==> src/fpdb_pkg.sv <==
// Types and constants for the frame pacing deadline budget block.
package fpdb_pkg;

  localparam int unsigned BYTES_W   = 32;
  localparam int unsigned RATE_W    = 32;
  localparam int unsigned RTT_W     = 16;
  localparam int unsigned MS_W      = 16;
  localparam int unsigned GUARD_W   = 11;
  localparam int unsigned QUOT_W    = 16;
  localparam int unsigned PROD_W    = RATE_W + MS_W;
  localparam int unsigned GSUM_W    = RTT_W + 2;
  localparam int unsigned CFG_IDX_W = 8;
  localparam int unsigned IN_W      = 88;
  localparam int unsigned OUT_W     = 48;

  localparam int unsigned GUARD_BASE_MS = 100;
  localparam logic [GUARD_W-1:0] GUARD_MIN_MS = 11'd250;
  localparam logic [GUARD_W-1:0] GUARD_MAX_MS = 11'd2000;

  localparam logic [MS_W-1:0] NORMAL_DEADLINE_RESET   = 16'd4000;
  localparam logic [MS_W-1:0] RECOVERY_DEADLINE_RESET = 16'd8000;

  // Register indexes on the config port
  typedef enum logic [CFG_IDX_W-1:0] {
    REG_NORMAL_DEADLINE   = 8'd0,
    REG_RECOVERY_DEADLINE = 8'd1
  } cfg_reg_t;

  // Per-frame context carried alongside the divider
  typedef struct packed {
    logic               no_budget;
    logic               too_large;
    logic [GUARD_W-1:0] guard;
    logic [MS_W-1:0]    limit;
    logic [MS_W-1:0]    maxd;
  } fpdb_ctx_t;

  // Restoring divider state: remainder, divisor, and the shared
  // dividend/quotient shift register
  typedef struct packed {
    logic [RATE_W-1:0] divisor;
    logic [RATE_W-1:0] rem;
    logic [QUOT_W-1:0] qbits;
  } fpdb_div_t;

  typedef struct packed {
    fpdb_ctx_t ctx;
    fpdb_div_t div;
  } fpdb_item_t;

endpackage

==> src/frame_pacing_deadline_budget.sv <==
// Top level of the frame pacing deadline budget pipeline.
//
//   channel  dir  handshake          payload
//   s_       in   s_tvalid/s_tready  s_tdata: frame request
//   m_       out  m_tvalid/m_tready  m_tdata: budget result
//   cfg_     in   cfg_valid/cfg_ready cfg_index, cfg_data: deadline registers
//
// One request enters per cycle while the output is not stalled; each result passes
// through 3 front stages, 16 divider cells and 1 output register.
// The pacing quotient is built one bit per cell along the divider chain.
// Reset empties every stage and loads the default deadlines.
// Each stage holds its request while the next one is full and stalled,
// so bubbles close up and input is taken whenever a slot frees.
// cfg_ready is always high; writes take effect on the next request.
module frame_pacing_deadline_budget import fpdb_pkg::*; (
  input  logic                 clk,
  input  logic                 rst,
  input  logic                 s_tvalid,
  output logic                 s_tready,
  // s_tdata: frame_bytes[31:0], rate_kbps[63:32], rtt_ms[79:64],
  //          is_recovery[80], zero pad[87:81]
  input  logic [IN_W-1:0]      s_tdata,
  output logic                 m_tvalid,
  input  logic                 m_tready,
  // m_tdata: no_budget[0], guard_ms[11:1], pacing_ms[27:12],
  //          due_ms[43:28], fits_deadline[44], zero pad[47:45]
  output logic [OUT_W-1:0]     m_tdata,
  input  logic                 cfg_valid,
  output logic                 cfg_ready,
  input  logic [CFG_IDX_W-1:0] cfg_index,
  input  logic [MS_W-1:0]      cfg_data
);

  logic [MS_W-1:0] normal_deadline_ms;
  logic [MS_W-1:0] recovery_deadline_ms;

  logic               chain_valid [QUOT_W+1];
  logic               chain_ready [QUOT_W+1];
  fpdb_item_t         chain_item  [QUOT_W+1];

  logic               no_budget;
  logic [GUARD_W-1:0] guard_ms;
  logic [MS_W-1:0]    pacing_ms;
  logic [MS_W-1:0]    due_ms;
  logic               fits_deadline;

  // Deadline registers
  assign cfg_ready = 1'b1;

  always_ff @(posedge clk) begin
    if (rst) begin
      normal_deadline_ms   <= NORMAL_DEADLINE_RESET;
      recovery_deadline_ms <= RECOVERY_DEADLINE_RESET;
    end else if (cfg_valid && cfg_ready) begin
      unique case (cfg_index)
        REG_NORMAL_DEADLINE:   normal_deadline_ms   <= cfg_data;
        REG_RECOVERY_DEADLINE: recovery_deadline_ms <= cfg_data;
        default: ;
      endcase
    end
  end

  fpdb_front u_front (
    .clk                  (clk),
    .rst                  (rst),
    .in_valid             (s_tvalid),
    .in_ready             (s_tready),
    .frame_bytes          (s_tdata[31:0]),
    .rate_kbps            (s_tdata[63:32]),
    .rtt_ms               (s_tdata[79:64]),
    .is_recovery          (s_tdata[80]),
    .normal_deadline_ms   (normal_deadline_ms),
    .recovery_deadline_ms (recovery_deadline_ms),
    .out_valid            (chain_valid[0]),
    .out_ready            (chain_ready[0]),
    .out_item             (chain_item[0])
  );

  // Divider chain, most significant quotient bit first
  for (genvar i = 0; i < QUOT_W; i++) begin : g_cell
    fpdb_div_cell u_cell (
      .clk       (clk),
      .rst       (rst),
      .in_valid  (chain_valid[i]),
      .in_ready  (chain_ready[i]),
      .in_item   (chain_item[i]),
      .out_valid (chain_valid[i+1]),
      .out_ready (chain_ready[i+1]),
      .out_item  (chain_item[i+1])
    );
  end

  fpdb_back u_back (
    .clk           (clk),
    .rst           (rst),
    .in_valid      (chain_valid[QUOT_W]),
    .in_ready      (chain_ready[QUOT_W]),
    .in_item       (chain_item[QUOT_W]),
    .out_valid     (m_tvalid),
    .out_ready     (m_tready),
    .no_budget     (no_budget),
    .guard_ms      (guard_ms),
    .pacing_ms     (pacing_ms),
    .due_ms        (due_ms),
    .fits_deadline (fits_deadline)
  );

  assign m_tdata = {3'b000, fits_deadline, due_ms, pacing_ms, guard_ms, no_budget};

endmodule

==> src/fpdb_front.sv <==
// Front stages: guard, deadline limit, byte-capacity product, oversize check.
module fpdb_front import fpdb_pkg::*; (
  input  logic               clk,
  input  logic               rst,
  input  logic               in_valid,
  output logic               in_ready,
  input  logic [BYTES_W-1:0] frame_bytes,
  input  logic [RATE_W-1:0]  rate_kbps,
  input  logic [RTT_W-1:0]   rtt_ms,
  input  logic               is_recovery,
  input  logic [MS_W-1:0]    normal_deadline_ms,
  input  logic [MS_W-1:0]    recovery_deadline_ms,
  output logic               out_valid,
  input  logic               out_ready,
  output fpdb_item_t         out_item
);

  logic               v1, v2, v3;
  logic               r1, r2, r3;
  logic [BYTES_W-1:0] bytes1, bytes2;
  logic [RATE_W-1:0]  rate1, rate2;
  fpdb_ctx_t          ctx1, ctx2;
  logic [PROD_W-1:0]  prod2;
  fpdb_item_t         item3;
  fpdb_ctx_t          ctx_next;

  logic [GSUM_W-1:0]  gsum;
  logic [GUARD_W-1:0] guard_c;
  logic [MS_W-1:0]    maxd_c;
  logic [MS_W-1:0]    guard_ext;
  logic [BYTES_W+2:0] dividend;

  // Stage readiness: a stage takes a request when empty or draining
  assign r3       = !v3 || out_ready;
  assign r2       = !v2 || r3;
  assign r1       = !v1 || r2;
  assign in_ready = r1;

  // Guard = 2*rtt + 100 clamped, and the selected maximum deadline
  always_comb begin
    gsum = {1'b0, rtt_ms, 1'b0} + GSUM_W'(GUARD_BASE_MS);
    if (gsum < GSUM_W'(GUARD_MIN_MS)) begin
      guard_c = GUARD_MIN_MS;
    end else if (gsum > GSUM_W'(GUARD_MAX_MS)) begin
      guard_c = GUARD_MAX_MS;
    end else begin
      guard_c = gsum[GUARD_W-1:0];
    end
    maxd_c    = is_recovery ? recovery_deadline_ms : normal_deadline_ms;
    guard_ext = MS_W'(guard_c);
  end

  // Stage 1: guard, limit, zero check
  always_ff @(posedge clk) begin
    if (rst) begin
      v1 <= 1'b0;
    end else if (r1) begin
      v1 <= in_valid;
    end
    if (r1 && in_valid) begin
      bytes1            <= frame_bytes;
      rate1             <= rate_kbps;
      ctx1.no_budget    <= (frame_bytes == '0) || (rate_kbps == '0);
      ctx1.too_large    <= 1'b0;
      ctx1.guard        <= guard_c;
      ctx1.maxd         <= maxd_c;
      ctx1.limit        <= (maxd_c > guard_ext) ? (maxd_c - guard_ext) : '0;
    end
  end

  // Stage 2: rate * limit; bytes that fit = product / 8
  always_ff @(posedge clk) begin
    if (rst) begin
      v2 <= 1'b0;
    end else if (r2) begin
      v2 <= v1;
    end
    if (r2 && v1) begin
      bytes2 <= bytes1;
      rate2  <= rate1;
      ctx2   <= ctx1;
      prod2  <= PROD_W'(rate1) * PROD_W'(ctx1.limit);
    end
  end

  // Stage 3: oversize compare and divider seed for ceil(8*bytes / rate)
  assign dividend = {bytes2, 3'b000};

  always_comb begin
    ctx_next           = ctx2;
    ctx_next.too_large = (PROD_W'(bytes2) > (prod2 >> 3));
  end

  always_ff @(posedge clk) begin
    if (rst) begin
      v3 <= 1'b0;
    end else if (r3) begin
      v3 <= v2;
    end
    if (r3 && v2) begin
      item3.ctx           <= ctx_next;
      item3.div.divisor   <= rate2;
      item3.div.rem       <= RATE_W'(dividend[BYTES_W+2:QUOT_W]);
      item3.div.qbits     <= dividend[QUOT_W-1:0];
    end
  end

  assign out_valid = v3;
  assign out_item  = item3;

endmodule

==> src/fpdb_div_cell.sv <==
// One restoring-division cell: retires one quotient bit per request.
module fpdb_div_cell import fpdb_pkg::*; (
  input  logic       clk,
  input  logic       rst,
  input  logic       in_valid,
  output logic       in_ready,
  input  fpdb_item_t in_item,
  output logic       out_valid,
  input  logic       out_ready,
  output fpdb_item_t out_item
);

  logic              valid;
  fpdb_item_t        item;
  logic [RATE_W:0]   trial;
  logic [RATE_W:0]   diff;
  logic              ge;
  fpdb_item_t        item_next;

  assign in_ready = !valid || out_ready;

  // Shift next dividend bit into the remainder, subtract if it fits
  always_comb begin
    trial     = {in_item.div.rem, in_item.div.qbits[QUOT_W-1]};
    diff      = trial - {1'b0, in_item.div.divisor};
    ge        = (trial >= {1'b0, in_item.div.divisor});
    item_next = in_item;
    item_next.div.rem   = ge ? diff[RATE_W-1:0] : trial[RATE_W-1:0];
    item_next.div.qbits = {in_item.div.qbits[QUOT_W-2:0], ge};
  end

  always_ff @(posedge clk) begin
    if (rst) begin
      valid <= 1'b0;
    end else if (in_ready) begin
      valid <= in_valid;
    end
    if (in_ready && in_valid) begin
      item <= item_next;
    end
  end

  assign out_valid = valid;
  assign out_item  = item;

endmodule

==> src/fpdb_back.sv <==
// Output stage: ceiling, deadline and fit decision, result register.
module fpdb_back import fpdb_pkg::*; (
  input  logic               clk,
  input  logic               rst,
  input  logic               in_valid,
  output logic               in_ready,
  input  fpdb_item_t         in_item,
  output logic               out_valid,
  input  logic               out_ready,
  output logic               no_budget,
  output logic [GUARD_W-1:0] guard_ms,
  output logic [MS_W-1:0]    pacing_ms,
  output logic [MS_W-1:0]    due_ms,
  output logic               fits_deadline
);

  logic               valid;
  logic [MS_W:0]      pace_ceil;
  logic [MS_W:0]      total;
  logic               fits_c;
  logic               no_budget_next;
  logic [GUARD_W-1:0] guard_next;
  logic [MS_W-1:0]    pacing_next;
  logic [MS_W-1:0]    deadline_next;
  logic               fits_next;

  assign in_ready = !valid || out_ready;

  // Round the quotient up, then check pacing + guard against the maximum
  always_comb begin
    pace_ceil = {1'b0, in_item.div.qbits} + (MS_W+1)'(in_item.div.rem != '0);
    total     = {1'b0, pace_ceil[MS_W-1:0]} + (MS_W+1)'(in_item.ctx.guard);
    fits_c    = (total <= {1'b0, in_item.ctx.maxd});

    no_budget_next = 1'b0;
    guard_next     = in_item.ctx.guard;
    if (in_item.ctx.no_budget) begin
      no_budget_next = 1'b1;
      guard_next     = '0;
      pacing_next    = '0;
      deadline_next  = '0;
      fits_next      = 1'b0;
    end else if (in_item.ctx.too_large) begin
      pacing_next    = in_item.ctx.limit + MS_W'(1);
      deadline_next  = in_item.ctx.maxd;
      fits_next      = 1'b0;
    end else begin
      pacing_next    = pace_ceil[MS_W-1:0];
      deadline_next  = fits_c ? total[MS_W-1:0] : in_item.ctx.maxd;
      fits_next      = fits_c;
    end
  end

  always_ff @(posedge clk) begin
    if (rst) begin
      valid <= 1'b0;
    end else if (in_ready) begin
      valid <= in_valid;
    end
    if (in_ready && in_valid) begin
      no_budget     <= no_budget_next;
      guard_ms      <= guard_next;
      pacing_ms     <= pacing_next;
      due_ms        <= deadline_next;
      fits_deadline <= fits_next;
    end
  end

  assign out_valid = valid;

endmodule

==> config.mk <==
export PLATFORM = sky130hd
export DESIGN_NAME = frame_pacing_deadline_budget
export DESIGN_NICKNAME = d
export VERILOG_FILES = /design/src/fpdb_pkg.sv /design/src/frame_pacing_deadline_budget.sv /design/src/fpdb_front.sv /design/src/fpdb_div_cell.sv /design/src/fpdb_back.sv
export SDC_FILE = /design/constraint.sdc
export NUM_CORES = 2
export LEC_CHECK = 0
export BUFFER_PORTS_ARGS = -buffer_cell sky130_fd_sc_hd__clkbuf_2
export CELL_PAD_IN_SITES_DETAIL_PLACEMENT = 0
export CELL_PAD_IN_SITES_GLOBAL_PLACEMENT = 1
export CORE_MARGIN = 4
export CORE_UTILIZATION = 57
export DETAILED_ROUTE_END_ITERATION = 8
export PLACE_DENSITY_LB_ADDON = 0.2
export SYNTH_ARGS = -nofsm -noshare
export SYNTH_HDL_FRONTEND = slang
export SYNTH_SLANG_ARGS = --single-unit
==> constraint.sdc <==
create_clock -name clk -period 15.96 [get_ports clk]
set_clock_uncertainty 0.1 [all_clocks]
set_input_delay 0.798 -clock clk [delete_from_list [all_inputs] [get_ports clk]]
set_output_delay 0.798 -clock clk [all_outputs]
set_load 0.05 [all_outputs]
==> After elaboration in Yosys (flattened, before gate mapping) <==
Index checks and enable logic that the tools add are counted.
{ "classes": {"addsub": 21, "n_mul": 1, "magnitude_cmp": 21, "n_eq_ne": 1, "mux": 23, "reduce_logical": 68} }
{ "ops": {"columns": ["cell", "n"], "rows": [
  ["$ge 33x32->1", 15],
  ["$mux 32", 15],
  ["$sub 32x32->32", 15],
  ["$logic_not 32->1", 2],
  ["$mux 16", 4],
  ["$mul 32x16->48", 1],
  ["$gt 32x45->1", 1],
  ["$ge 20x32->1", 1],
  ["$reduce_bool 32->1", 1],
  ["$sub 20x32->32", 1],
  ["$mux 11", 2],
  ["$logic_or 1x1->1", 21],
  ["$logic_and 1x1->1", 20],
  ["$logic_not 1->1", 20],
  ["$mux 20", 1],
  ["$add 17x7->18 const B", 1],
  ["$gt 18x11->1 const B", 1],
  ["$lt 18x8->1 const B", 1],
  ["$add 16x11->17", 1],
  ["$le 17x16->1", 1],
  ["$add 16x1->16", 1],
  ["$add 16x1->16 const B", 1],
  ["$gt 16x11->1", 1],
  ["$sub 16x11->16", 1],
  ["5 further kinds", 6]
]} }
{ "word_totals": {"ff_bits": 2396, "input_bits": 117, "out_inout_bits": 51} }

==> Depth between registers and ports, before layout <==
{ "depth": {"ltp_word": 22, "depth_mapped": 27} }

==> Hierarchy <==
From an unflattened synthesis, not the netlist that was laid out.
{ "hier_totals": {"hier_cells": 10930, "hier_area_um2": 132772.3} }
{ "modules_own_cells": {"columns": ["module", "n_inst", "cells_per_inst", "area_per_inst_um2", "seq_area_each_um2"], "rows": [
  ["fpdb_div_cell at g_cell[0].u_cell ...", 15, 489, 6122.1, 3773.6],
  ["fpdb_front", 1, 2611, 29703.5, 11080.6],
  ["fpdb_div_cell at g_cell[14].u_cell", 1, 474, 6172.2, 3773.6],
  ["fpdb_back", 1, 368, 3656.0, 1371.3],
  ["frame_pacing_deadline_budget", 1, 142, 1408.9, 640.6]
]} }

==> Worst setup path before layout <==
No wires, ideal clock.
{ "synth_timing": {"kind": "input to register", "from": "input port m_tready", "to": "register g_cell[4].u_cell.item, in the netlist g_cell[4].u_cell.out_item[0] (enable)", "arrival_time_ps": 10261, "setup_slack_ps": 4813, "cell_stages": 7, "n_path_buf": 1, "path_cell_list": "nor2b_1 > nand3_1 > nor2_1 > and2_1 > and3_1 > clkbuf_1 > a21boi_0"} }
{ "synth_between": {"elab_chain_len": 14} }
{ "synth_lines": {"columns": ["element", "line", "source"], "rows": [
  ["from (decl)", "frame_pacing_deadline_budget.sv:24", "input logic m_tready,"],
  ["$logic_or 1x1->1", "fpdb_back.sv:27", "assign in_ready = !valid || out_ready;"],
  ["$logic_or 1x1->1 (12 in a row)", "fpdb_div_cell.sv:20", "assign in_ready = !valid || out_ready;"],
  ["$logic_and 1x1->1", "fpdb_div_cell.sv:38", "if (in_ready && in_valid) begin"],
  ["to (signal assigned)", "fpdb_div_cell.sv:39", "item <= item_next;"],
  ["to (decl)", "fpdb_div_cell.sv:14", "fpdb_item_t item;"]
]} }
Every way passes these cells.
A chain may end at the register's enable or synchronous reset.

==> Worst setup path in the final report <==
{ "layout_timing": {"from": "register u_front.rate1[5]", "to": "register u_front.prod2[43], data pin"} }
{ "layout_between": {"elab_chain_len": 1} }
{ "layout_lines": {"columns": ["element", "line", "source"], "rows": [
  ["from (decl)", "fpdb_front.sv:21", "logic [RATE_W-1:0] rate1, rate2;"],
  ["from (signal assigned)", "fpdb_front.sv:62", "rate1 <= rate_kbps;"],
  ["$mul 32x16->48", "fpdb_front.sv:82", "prod2 <= PROD_W'(rate1) * PROD_W'(ctx1.limit);"],
  ["to (signal assigned)", "fpdb_front.sv:82", null],
  ["to (decl)", "fpdb_front.sv:23", "logic [PROD_W-1:0] prod2;"]
]} }
Every way passes these cells.

==> flow_summary.json <==
{
  "status": "finished clean",
  "p_switching_mw": 7.16,
  "clockBufferDepth": 3,
  "coreArea_um2": 215000,
  "synth_edf_count": 2321,
  "drv_slew": 0,
  "slowest_delay_ns": 0.78,
  "grt_pass1_vias": 76800,
  "min_period_over_period": 0.499,
  "ys_ff_latch": 2373,
  "p_int_mw": 13.6,
  "cts-resized-gates": 0,
  "syn_area_per_cell_um2": 12.7,
  "initial_core_util": 0.574,
  "ys_warn_count": 0,
  "routabilityCongestion": 0.988,
  "tns_ns": 0,
  "relSlewSlack": 0.196,
  "drt_iter0_markers": 4675,
  "row_count": 170,
  "worstMarginPinSlew_ns": 1.20,
  "hold_class": "input pin to flop",
  "seq_power_share": 0.355,
  "vias_per_cell": 5.58,
  "grt_overflow": 0,
  "area_growth_pct": 10.7,
  "dp_slack_ns": 8.02,
  "cts_root_buffer": "clkbuf_16",
  "finalCoreUtilization": 0.635,
  "yosysMostFrequentCell": "edfxtp_1",
  "cts_tree": "yes",
  "via_count": 73200,
  "total_power_mw": 20.8,
  "syn_inst": 9728,
  "drtPass1Iterations": 6,
  "detail_route.wl_per_cell_um": 20.3,
  "hpwlAfterDp_um": 196000,
  "crit_buf_inv": 5,
  "cp_common_cell": "fa_1",
  "antenna_found_initial": 6,
  "critical-path-top-delay-family": "adder cells",
  "async_reset_ff_frac": 0,
  "dieArea_um2": 224000,
  "fp.dieH_um": 473,
  "cts.sink_count": 2373,
  "vdd_drop_max_mv": 0.607,
  "max_freq_mhz": 126,
  "hold_viol_final": 0,
  "cp.required_ns": 16.48,
  "regArea_um2": 70700,
  "drive_gt1_frac": 0.0956,
  "yosysTopAreaCellShare": 0.564,
  "synth_area_leader_cell": "edfxtp_1",
  "critical_path.slowest_cell": "edfxtp_1",
  "critPathLaunchType": "flop",
  "crit_chain": "and2_1 -> fa_1 -> inv_1 -> fa_1 -> fa_1 -> fa_1 -> inv_1 -> fa_1 -> inv_1 -> fa_1 -> inv_1 -> ha_1 -> nand2_1 -> nor2_1 -> nand2_1 -> o21ai_0 -> a41oi_1 -> buf_4 -> o21ai_1 -> a2111oi_0 -> or3_1 -> o21ai_0 -> xor2_1",
  "layout.nets": 11300,
  "post_dp_cell_area_um2": 128000,
  "seq_area_frac_synth": 0.573,
  "clock_power_share": 0.275,
  "critPathMaxFanout": 17,
  "rsz0062_at_grt": "false",
  "grt_pass1_wl_um": 420000,
  "ant_nets": 0,
  "criticalPathCategory": "flop to flop",
  "p_per_area_nw_per_um2": 152,
  "synth_commonest_cells": "edfxtp_1 (2321), inv_1 (1215), nand2_1 (708), ha_1 (692), a21oi_1 (523)",
  "grt_max_degree": 135,
  "cts_made_buffers": 237,
  "post-route-cell-area_um2": 137000,
  "syn-cell-area_um2": 123000,
  "io_buffer_count": 155,
  "switching_share": 0.345,
  "ioPinCount": 168,
  "drt_drc_violations_left": 0,
  "grt_use_total": 0.241,
  "worstSetupEndpointType": "flop",
  "setup_ws_ns": 8.00,
  "finalWirelength_um": 267000,
  "p_leak_nw": 53.8,
  "max_cap_violations": 0,
  "fill_cells": 15800,
  "ys_types": 86,
  "worstPathArrival_ns": 8.48,
  "ctsHtreeMaxLevel": 4,
  "fp.dieW_um": 473,
  "synth.area.top_cells": "edfxtp_1 (56%), fa_1 (7.1%), ha_1 (7.0%)",
  "clk_pin_slew_worst_paths_ns": 0.06,
  "pwr-share-comb": 0.371,
  "setup_viol": 0,
  "multi_input_area_um2": 47600,
  "fin_crit_ns": 7.96,
  "clk_latency_ns": 0.89,
  "synth_ff_type": "edfxtp_1"
}
==> final cells by class <==
class / count / share of cell area
Sequential cell: 2373 / 0.518
Multi-Input combinational cell: 5926 / 0.348
Clock buffer: 295 / 0.0454
Inverter: 1215 / 0.0334
Tap cell: 2838 / 0.0260
Timing Repair Buffer: 304 / 0.0154
Clock inverter: 151 / 0.0140
Antenna cell: 7 / 0.000128
==> worst reg2reg max path, cell delays in order (launching register included) <==
cell and delay, ns:
edfxtp_1 0.78, and2_1 0.37, fa_1 0.53, inv_1 0.05
fa_1 0.56, fa_1 0.45, fa_1 0.49, inv_1 0.06
fa_1 0.55, inv_1 0.07, fa_1 0.54, inv_1 0.04
ha_1 0.36, nand2_1 0.12, nor2_1 0.17, nand2_1 0.06
o21ai_0 0.35, a41oi_1 0.20, buf_4 0.20, o21ai_1 0.66
a2111oi_0 0.24, or3_1 0.47, o21ai_0 0.22, xor2_1 0.09
==> metal layers <==
metal,GRT usage,vias to the layer above,part of all wire,wire length (um)
met5,0,-,0.000034,9
met4,0.149,2,0.070,18700
met3,0.0401,698,0.043,11400
met2,0.448,1636,0.53,141000
met1,0.254,35600,0.36,95200
li1,-,35300,-,-
==> power by group through the flow <==
stage                     clock [mW]  combinational [mW]  sequential [mW]
after floorplan                    0                5.54             7.44
after global placement             0                7.66             7.50
after detailed placement           0                7.68             7.50
after CTS                       5.84                7.78             7.37
after global routing            6.12                8.68             7.38
final                           5.70                7.70             7.37
==> per-stage QoR <==
| step | hold slack, ns | std cells |
|---|---|---|
| 2_1_floorplan | 0.300 | 9731 |
| 3_3_place_gp | 0.301 | 12600 |
| 3_5_place_dp | 0.305 | 12600 |
| 4_1_cts | 0.000145 | 13100 |
| 5_1_grt | 0.0375 | 13100 |
| 6_report | 0.0881 | 13100 |
==> cells in the final DEF (no fill, tap or decap), types with 82 or more instances in the layout <==
cell type,count
nor2_1,486
ha_1,692
inv_1,1215
clkbuf_16,238
clkbuf_2,155
and2_1,233
a21o_1,232
xnor2_1,287
fa_1,436
nand4_1,85
o21a_1,105
a21oi_1,521
mux2_2,299
nand2b_1,83
nor3_1,136
nand3_1,140
nor2b_1,103
nand2_1,708
edfxtp_1,2321
mux2i_1,82
o21ai_0,374
xor2_1,180
==> logic make-up after synthesis <==
group           share of synthesized area
xor+xnor                           0.0331
simple gates                       0.0877
other cells                     0.0000608
buf+inv                            0.0441
fa+ha+maj                           0.141
mux                                0.0339
compound gates                     0.0874
flops                               0.573
==> sequential cells by signal, indices dropped and copies added, names as in the netlist, 10 cells and up <==
register / flops
u_back.guard_ms: 10
u_front.bytes1: 32
u_front.prod2: 45
u_front.ctx1: 43
u_front.bytes2: 32
recovery_deadline_ms: 16
u_front.rate2: 32
g_cell.u_cell.out_valid: 16
u_front.out_item: 108
normal_deadline_ms: 16
u_front.ctx2: 43
u_back.pacing_ms: 16
u_back.due_ms: 16
g_cell.u_cell.out_item: 1910
u_front.rate1: 32
==> path summary, 6_finish.rpt <==
kind	from	to	slack, ns	depth (start not counted)
setup / recovery	u_front.rate1[5]	u_front.prod2[43]	8.00	23
setup reg to reg	u_front.rate1[5]	u_front.prod2[43]	8.00	23
hold reg to reg	g_cell[12].u_cell.out_item[10]	g_cell[13].u_cell.out_item[11]	0.29	0
hold / removal	cfg_data[4]	recovery_deadline_ms[4]	0.09	3
==> what timing repair did <==
action,in CTS,in global routing
setup buffers,0,0
endpoints found under the hold margin,71,0
hold buffers,71,0
No activity file was read; power rests on OpenSTA's default activity.
